--- src/bis_pkg.sv ---
// shared types and constants for the bounded integer set
package bis_pkg;

  localparam int OP_W             = 2;
  localparam int VALUE_W          = 32;
  localparam int COUNT_W          = 7;
  localparam int DEFAULT_CAPACITY = 64;

  typedef logic [OP_W-1:0]           op_t;
  typedef logic signed [VALUE_W-1:0] value_t;
  typedef logic [COUNT_W-1:0]        count_out_t;

  localparam op_t OP_INSERT = 2'd0;
  localparam op_t OP_REMOVE = 2'd1;
  localparam op_t OP_TEST   = 2'd2;

  typedef struct packed {
    logic cmp_en;
    logic ins_en;
    logic rem_en;
  } cell_ctrl_t;

endpackage

--- src/bis_if.sv ---
// request and response channel interfaces
interface bis_req_if;
  import bis_pkg::*;
  logic   valid;
  logic   ready;
  op_t    operation;
  value_t value;
  modport source (output valid, output operation, output value, input ready);
  modport sink   (input valid, input operation, input value, output ready);
endinterface

interface bis_rsp_if;
  import bis_pkg::*;
  logic       valid;
  logic       ready;
  logic       ok;
  count_out_t element_count;
  modport source (output valid, output ok, output element_count, input ready);
  modport sink   (input valid, input ok, input element_count, output ready);
endinterface

--- src/bis_cell.sv ---
// one storage cell of the set: holds an entry, compares, appends on insert, shifts down on remove
module bis_cell #(
  parameter int CAPACITY = bis_pkg::DEFAULT_CAPACITY,
  parameter int INDEX    = 0,
  parameter int CW       = $clog2(CAPACITY + 1)
) (
  input  logic                clk,
  input  logic                rst,
  input  bis_pkg::cell_ctrl_t ctrl,
  input  bis_pkg::value_t     value,
  input  logic [CW-1:0]       count,
  input  logic                hit_in,
  input  bis_pkg::value_t     next_entry,
  output logic                hit_out,
  output bis_pkg::value_t     entry
);
  import bis_pkg::*;

  logic match;
  logic occupied;
  logic is_tail;

  assign occupied = CW'(INDEX) < count;
  assign is_tail  = CW'(INDEX) == count;
  assign hit_out  = hit_in | match;

  always_ff @(posedge clk) begin
    if (rst) begin
      match <= 1'b0;
    end else if (ctrl.cmp_en) begin
      match <= occupied && (entry == value);
    end
  end

  always_ff @(posedge clk) begin
    if (ctrl.ins_en && is_tail) begin
      entry <= value;
    end else if (ctrl.rem_en && hit_out) begin
      entry <= next_entry;
    end
  end

endmodule

--- src/bounded_integer_set.sv ---
// top level of the bounded integer set
// Holds up to CAPACITY distinct signed 32-bit values in a row of cells, packed
// in arrival order, plus a count (empty after reset). Each request inserts,
// removes or tests one value and returns one response with an ok flag and the
// count after the request. From acceptance to response a request is first
// registered, then every cell compares its entry with the value, then the hit
// ripples along the cell row, later entries shift down on a remove or the value
// is appended on an insert, and the response register is loaded. One request
// is in flight at a time; a new one is taken while a finished response waits
// to be taken, and the apply step waits for the response slot.
module bounded_integer_set #(
  parameter int CAPACITY = bis_pkg::DEFAULT_CAPACITY
) (
  input  logic         clk,
  input  logic         rst,
  bis_req_if.sink      req,
  bis_rsp_if.source    rsp
);
  import bis_pkg::*;

  localparam int CW = $clog2(CAPACITY + 1);

  localparam logic [1:0] S_IDLE  = 2'd0;
  localparam logic [1:0] S_CMP   = 2'd1;
  localparam logic [1:0] S_APPLY = 2'd2;

  logic [1:0]    state;
  logic [1:0]    state_next;
  op_t           op_q;
  value_t        value_q;
  logic [CW-1:0] count;
  logic [CW-1:0] count_next;
  logic          ok_next;
  logic          apply_go;
  logic          present;
  logic          not_full;
  cell_ctrl_t    ctrl;

  logic [CAPACITY:0] hit;
  value_t            entry_w [CAPACITY];

  logic [CW+COUNT_W-1:0] count_wide;

  assign req.ready = (state == S_IDLE);
  assign apply_go  = (state == S_APPLY) && (!rsp.valid || rsp.ready);
  assign present   = hit[CAPACITY];
  assign not_full  = count < CW'(CAPACITY);

  always_comb begin
    ctrl.cmp_en = (state == S_CMP);
    ctrl.ins_en = apply_go && (op_q == OP_INSERT) && !present && not_full;
    ctrl.rem_en = apply_go && (op_q == OP_REMOVE);
  end

  always_comb begin
    count_next = count;
    ok_next    = 1'b0;
    case (op_q)
      OP_INSERT: begin
        if (!present && not_full) begin
          count_next = count + CW'(1);
          ok_next    = 1'b1;
        end
      end
      OP_REMOVE: begin
        if (present) begin
          count_next = count - CW'(1);
          ok_next    = 1'b1;
        end
      end
      OP_TEST: begin
        ok_next = present;
      end
      default: begin
        ok_next = 1'b0;
      end
    endcase
  end

  assign count_wide = {{COUNT_W{1'b0}}, count_next};

  always_comb begin
    state_next = state;
    case (state)
      S_IDLE: begin
        if (req.valid) begin
          state_next = S_CMP;
        end
      end
      S_CMP: begin
        state_next = S_APPLY;
      end
      S_APPLY: begin
        if (apply_go) begin
          state_next = S_IDLE;
        end
      end
      default: begin
        state_next = S_IDLE;
      end
    endcase
  end

  always_ff @(posedge clk) begin
    if (rst) begin
      state     <= S_IDLE;
      count     <= '0;
      rsp.valid <= 1'b0;
    end else begin
      state <= state_next;
      if (apply_go) begin
        count     <= count_next;
        rsp.valid <= 1'b1;
      end else if (rsp.ready) begin
        rsp.valid <= 1'b0;
      end
    end
  end

  always_ff @(posedge clk) begin
    if (req.valid && req.ready) begin
      op_q    <= req.operation;
      value_q <= req.value;
    end
    if (apply_go) begin
      rsp.ok            <= ok_next;
      rsp.element_count <= count_wide[COUNT_W-1:0];
    end
  end

  assign hit[0] = 1'b0;

  for (genvar i = 0; i < CAPACITY; i++) begin : g_cell
    value_t next_entry;
    if (i == CAPACITY - 1) begin : g_last
      assign next_entry = value_q;
    end else begin : g_mid
      assign next_entry = entry_w[i+1];
    end

    bis_cell #(
      .CAPACITY (CAPACITY),
      .INDEX    (i),
      .CW       (CW)
    ) u_cell (
      .clk        (clk),
      .rst        (rst),
      .ctrl       (ctrl),
      .value      (value_q),
      .count      (count),
      .hit_in     (hit[i]),
      .next_entry (next_entry),
      .hit_out    (hit[i+1]),
      .entry      (entry_w[i])
    );
  end

endmodule

--- src/flat_wrapper.sv ---
// flat-port wrapper written by rule: the top's interface ports become plain ports
module bounded_integer_set_flat import bis_pkg::*;
#(
  parameter int CAPACITY = bis_pkg::DEFAULT_CAPACITY
)
  (clk, rst, req_valid, req_operation, req_value, req_ready, rsp_valid, rsp_ok, rsp_element_count, rsp_ready);
  bis_req_if req_i ();
  bis_rsp_if rsp_i ();
  input  logic clk;
  input  logic rst;
  input wire logic [$bits(req_i.valid)-1:0] req_valid;
  input wire logic [$bits(req_i.operation)-1:0] req_operation;
  input wire logic [$bits(req_i.value)-1:0] req_value;
  output wire logic [$bits(req_i.ready)-1:0] req_ready;
  output wire logic [$bits(rsp_i.valid)-1:0] rsp_valid;
  output wire logic [$bits(rsp_i.ok)-1:0] rsp_ok;
  output wire logic [$bits(rsp_i.element_count)-1:0] rsp_element_count;
  input wire logic [$bits(rsp_i.ready)-1:0] rsp_ready;
  assign req_i.valid = req_valid;
  assign req_i.operation = req_operation;
  assign req_i.value = req_value;
  assign req_ready = req_i.ready;
  assign rsp_valid = rsp_i.valid;
  assign rsp_ok = rsp_i.ok;
  assign rsp_element_count = rsp_i.element_count;
  assign rsp_i.ready = rsp_ready;
  bounded_integer_set #(.CAPACITY(CAPACITY)) u_core (.clk(clk), .rst(rst), .req(req_i), .rsp(rsp_i));
endmodule
--- config.mk ---
export PLATFORM = sky130hd
export DESIGN_NAME = bounded_integer_set_flat
export DESIGN_NICKNAME = d
export VERILOG_FILES = /design/src/bis_pkg.sv /design/src/bis_if.sv /design/src/bis_cell.sv /design/src/bounded_integer_set.sv /design/src/flat_wrapper.sv
export SDC_FILE = /design/constraint.sdc
export NUM_CORES = 2
export LEC_CHECK = 0
export ABC_AREA = 0
export BUFFER_PORTS_ARGS = -buffer_cell sky130_fd_sc_hd__buf_4
export CORE_UTILIZATION = 57
export CTS_CLUSTER_SIZE = 12
export DETAILED_ROUTE_END_ITERATION = 10
export PLACE_DENSITY = 0.84
export SLEW_MARGIN = 20
export SYNTH_ARGS = -nofsm -noshare
export SYNTH_HDL_FRONTEND = slang
export SYNTH_SLANG_ARGS = --single-unit
--- constraint.sdc ---
create_clock -name clk -period 11.2 [get_ports clk]
set_input_delay 2.24 -clock clk [delete_from_list [all_inputs] [get_ports clk]]
set_output_delay 2.24 -clock clk [all_outputs]
set_load 0.02 [all_outputs]
* Word level (Yosys, flattened, before mapping)
Index checks and enable logic that the tools add are counted. Widths: inputs -> output; s select.
Word-level totals: register bits 2164, latch bits 0, memory bits (writable) 0, ROM bits 0, input port bits 38, output and inout bits 10, word-level logic and storage cells 808, memories 0
Operators by class: $add $sub $neg 2, $mul 0, div/mod/pow operators 0, $lt $le $gt $ge 65, eq/ne operators 133, shift operators 0, muxes and demuxes 139, bitwise gates (word level) 63, reductions and logical operators 271
Operators with widths (number):
- $mux 32 | 128
- $eq 32x32->1 | 64
- $eq 6x7->1 const A | 32
- $lt 6x7->1 const A | 32
- $logic_and 1x1->1 | 199
- $reduce_bool 2->1 | 65
- $eq 5x7->1 const A | 16
- $lt 5x7->1 const A | 16
- $or 1x1->1 | 63
- $eq 4x7->1 const A | 8
- $lt 4x7->1 const A | 8
- $eq 3x7->1 const A | 4
- $lt 3x7->1 const A | 4
- $eq 2x7->1 const A | 2
- $lt 1x7->1 const A | 2
- $lt 2x7->1 const A | 2
- $mux 7 | 2
- $pmux 7 s2 | 1
- $add 7x1->7 const B | 1
- $eq 1x7->1 const A | 1
- $logic_not 7->1 | 1
- $lt 7x7->1 const B | 1
- $sub 7x1->7 const B | 1
- $pmux 2 s3 | 1
- 11 further kinds | 19

* Longest topological paths before layout
depth in word-level cells 68, mapped depth 10, mapped depth without buffers 8

* Worst setup path before layout
No wires, ideal clock.
path kind input to register, start point input port rsp_ready, end point register u_core.g_cell[7].u_cell.entry[0], enable pin, arrival 5786 ps, required time 10734 ps, path slack 4948 ps, stages on the path 7, buffers on the path 2, cells stage by stage nand2b_1 > nand2_1 > inv_1 > clkbuf_1 > nand2_1 > clkbuf_1 > o21ai_0
On the way: cells in the longest elaborated chain, start to end 7, elaborated cells on any way between the ends 9, those cells by class 9 x reduce/logical
RTL lines:
- from (decl) | line flat_wrapper.sv:18 | input wire logic [$bits(rsp_i.ready)-1:0] rsp_ready;
- $logic_or 1x1->1 (*) | line bounded_integer_set.sv:45 | assign apply_go = (state == S_APPLY) && (!rsp.valid || rsp.ready);
- $logic_and 1x1->1 (*) | line bounded_integer_set.sv:45
- named net u_core.apply_go | line bounded_integer_set.sv:34 | logic apply_go;
- $logic_and 1x1->1 (3 in series) | line bounded_integer_set.sv:51 | ctrl.ins_en = apply_go && (op_q == OP_INSERT) && !present && not_full;
- $logic_and 1x1->1 | line bis_cell.sv:36 | if (ctrl.ins_en && is_tail) begin
- $reduce_bool 2->1 (no line) (*)
- to (signal assigned) | line bis_cell.sv:37 | entry <= value;
- to (signal assigned) | line bis_cell.sv:39 | entry <= next_entry;
- to (decl) | line bis_cell.sv:15 | output bis_pkg::value_t entry
The timed path passes the listed nets; every way through them passes the cells marked *. A chain may end at the register's enable or synchronous reset.

* Worst setup path after layout
start point register u_core.g_cell[15].u_cell.match, end point register u_core.g_cell[56].u_cell.entry[8], enable pin
On the way: cells in the longest elaborated chain, start to end 54, elaborated cells on any way between the ends 55, those cells by class 49 x bitwise; 6 x reduce/logical
RTL lines:
- from (decl) | line bis_cell.sv:19 | logic match;
- from (signal assigned) | line bis_cell.sv:31 | match <= occupied && (entry == value);
- $or 1x1->1 (*) (42 in series) | line bis_cell.sv:25 | assign hit_out = hit_in | match;
- $or 1x1->1 (7 in series) | line bis_cell.sv:25
- $logic_not 1->1 | line bounded_integer_set.sv:51
- $logic_and 1x1->1 (2 in series) | line bounded_integer_set.sv:51
- $logic_and 1x1->1 | line bis_cell.sv:36
- $reduce_bool 2->1 (no line) (*)
- to (signal assigned) | line bis_cell.sv:37
- to (signal assigned) | line bis_cell.sv:39
- to (decl) | line bis_cell.sv:15
Every way passes the cells marked *; elsewhere a longest branch is shown, timed or not.

==> impl_metrics.json <==
{
  "postCtsSetupBuffers": 0,
  "setup_viol": 0,
  "hold_ws_ps": 448,
  "fin_tns_setup_ps": 0,
  "crit_top_cell": "buf_4",
  "grt_max_degree": 94,
  "status": "completed",
  "viasPerCell": 6.54,
  "synth_edf_count": 2090,
  "async_flop_share_pct": 0,
  "tightestPinTransition_ps": 1240,
  "slew_viol_final": 0,
  "root_buffer": "clkbuf_16",
  "hp-class": "reg -> reg",
  "fin_nets": 8061,
  "seq_area_frac_synth_pct": 55.6,
  "wl_per_cell_um": 29.4,
  "worstSetupPathType": "reg -> reg",
  "setup_slack_ps": 5600,
  "routed_wirelength_um": 318000,
  "max_stage_delay_ps": 960,
  "rows": 164,
  "dp_cells": 10500,
  "cts_buffer_depth": 3,
  "grt_pass1_vias": 71800,
  "start_util_pct": 57.6,
  "route.detailed.drc": 0,
  "crit_fanout": 33,
  "grt_pass1_wl_um": 466000,
  "drt-initial-drc-count": 8951,
  "cp_slowest_cell": "nand4bb_1",
  "antenna_left": 0,
  "clock-sinks": 2164,
  "layout_min_cycle_time_ps": 5600,
  "ys_seq_elements": 2164,
  "synth_common_cells": "2,090 x edfxtp_1, 1,992 x mux2_2, 1,149 x xor2_1",
  "htreeDepth": 4,
  "io-pin-count": 48,
  "yosys-top-cells-area": "edfxtp_1 54%, mux2_2 19%, xor2_1 8.7%",
  "irDropWorstVdd_v": 0.000176,
  "synth.net_count": 8269,
  "crit_path_end_kind": "register",
  "firstDrtPassIters": 6,
  "cts_buffers": 214,
  "leakagePower_nw": 40.3,
  "clkSlewWorstSetupHoldPaths_ps": 60,
  "cts_tree": "done",
  "vias": 70900,
  "yosysMostFrequentCell": "edfxtp_1",
  "io_buffers": 47,
  "cp_top_family": "simple AND/OR/NAND/NOR gates",
  "fill_cells": 14100,
  "crit_path_cell_trace": "nor4_1 > nand4_1 > nand4bb_1 > nor4_4 > buf_4 > nand3_2 > nand2_1 > buf_4",
  "power_density_mw_per_mm2": 133,
  "critPathRequiredTime_ps": 11760,
  "synth_top_area_cell": "edfxtp_1",
  "dieHeight_um": 452,
  "synth_top_area_share_pct": 54.3,
  "cp.arrival_ps": 6170,
  "synth.distinct_cells": 69,
  "critPathBufInv": 2,
  "grt_use_total_pct": 30.5,
  "syn_to_final_growth_pct": 8.20,
  "overflow": 0,
  "max_freq_mhz": 178,
  "avgSynthCellArea_um2": 14.1,
  "finalClockSkew_ps": 51.2,
  "drv_cap": 0,
  "startpoint_type": "register",
  "final.period_utilization_pct": 50.0,
  "insertion_delay_ps": 890,
  "gp_congestion": 0.946,
  "synthCells": 8222,
  "relSlewSlack_pct": 16.9,
  "final_hold_viol_count": 0,
  "core-area_mm2": 0.201,
  "dp_hpwl_um": 203000,
  "rsz0062_at_grt": "no",
  "drive_gt1_share_pct": 32.3,
  "ys.flop_type": "edfxtp_1",
  "antenna_found_initial": 6,
  "fp.dieW_um": 452,
  "syn-cell-area_mm2": 0.116,
  "stdcell_count": 10800,
  "dieArea_mm2": 0.205,
  "cts-resized-gates": 0,
  "pre_cts_ws_ps": 4730,
  "yosys_warnings": 0,
  "ctsHoldBuffers": 0
}
[per-layer routing]
layer	track usage [%]	share of wire (%)
met5	0	0.016
met4	15.3	5.5
met3	7.18	10
met2	48.9	47
met1	38.7	37
[worst register-to-register path, delay by kind of cell (launching register included)]
| kind | cells | cell delay (ps) |
|---|---|---|
| buffers and inverters | 2 | 690 |
| DFF | 1 | 340 |
| and+or+nand+nor | 6 | 4260 |
[placed cells by master (no fill, tap or decap), types with 18 or more instances in the layout]
| cell type | netlist | layout |
|---|---|---|
| nor3_1 | 41 | 41 |
| clkbuf_16 | 0 | 216 |
| dfxtp_1 | 74 | 74 |
| nor2_2 | 1 | 19 |
| clkbuf_1 | 428 | 96 |
| o2111ai_1 | 35 | 35 |
| nor4_1 | 367 | 367 |
| clkbuf_8 | 0 | 18 |
| buf_12 | 0 | 21 |
| nand2_1 | 134 | 117 |
| xnor2_1 | 882 | 882 |
| a21oi_1 | 81 | 80 |
| edfxtp_1 | 2090 | 2090 |
| inv_1 | 28 | 28 |
| o21ai_0 | 43 | 30 |
| mux2_1 | 21 | 21 |
| buf_4 | 31 | 253 |
| xor2_1 | 1149 | 1149 |
| nand2_2 | 2 | 19 |
| mux2_2 | 1992 | 1992 |
| nand4_1 | 289 | 289 |
| clkinv_1 | 2 | 21 |
| nand3_1 | 42 | 41 |
| nor2_1 | 73 | 53 |
[final cells by class]
class	instances	area (um2)	share of cell area, %
flip-flops and latches	2164	64200	51.4
clock buffers	330	6010	4.81
clock inverters	50	478	0.382
multi-input cells	5329	48600	38.8
diodes	1	2.50	0.00200
well taps	2656	3320	2.66
repair buffers	275	2350	1.88
inverters	30	113	0.0900
[logic make-up after synthesis]
| logic type | Yosys count | share of synthesized area [%] |
|---|---|---|
| flip-flops | 2164 | 55.6 |
| XOR/XNOR | 2031 | 15.4 |
| multiplexers | 2016 | 19.6 |
| AND/OR/NAND/NOR | 1034 | 5.24 |
| buffers and inverters | 729 | 2.71 |
| AO/OA/AOI/OAI | 239 | 1.35 |
| adder cells (fa/ha/maj) | 9 | 0.0974 |
[power by group]
group	internal (mW)	leakage [nW]	switching, mW	total (mW)
sequential	8.75	19.4	0.0170	8.77
combinational	0.299	17.8	0.720	1.02
clock	3.77	3.14	3.11	6.88
total	12.8	40.3	3.84	16.7
[per-stage QoR]
step	cell area, um2	utilization [%]	power, mW
floorplan	116000	-	9.57
global placement	119000	59.1	9.90
detailed placement	119000	59.1	9.92
CTS	125000	62.3	16.7
global route	125000	62.3	17.0
finish	125000	62.3	16.7
[worst paths after layout]
check | from | endpoint | slack, ps | depth (start not counted)
max | u_core.g_cell[15].u_cell.match | u_core.g_cell[56].u_cell.entry[8] | 5600 | 8
min | u_core.g_cell[58].u_cell.match | u_core.g_cell[58].u_cell.match | 450 | 2
max reg2reg | u_core.g_cell[15].u_cell.match | u_core.g_cell[56].u_cell.entry[8] | 5600 | 8
min reg2reg | u_core.g_cell[58].u_cell.match | u_core.g_cell[58].u_cell.match | 450 | 2
[flip-flops by register name (all words and copies together), names as in the netlist, 2 cells and up]
| register | count |
|---|---|
| u_core.count | 7 |
| u_core.g_cell.next_entry | 32 |
| u_core.g_cell.u_cell.entry | 2048 |
| u_core.g_cell.u_cell.match | 64 |
| u_core.op_q | 2 |
| u_core.rsp.element_count | 7 |
| u_core.state | 2 |
Power figures use the tool's default switching activity.
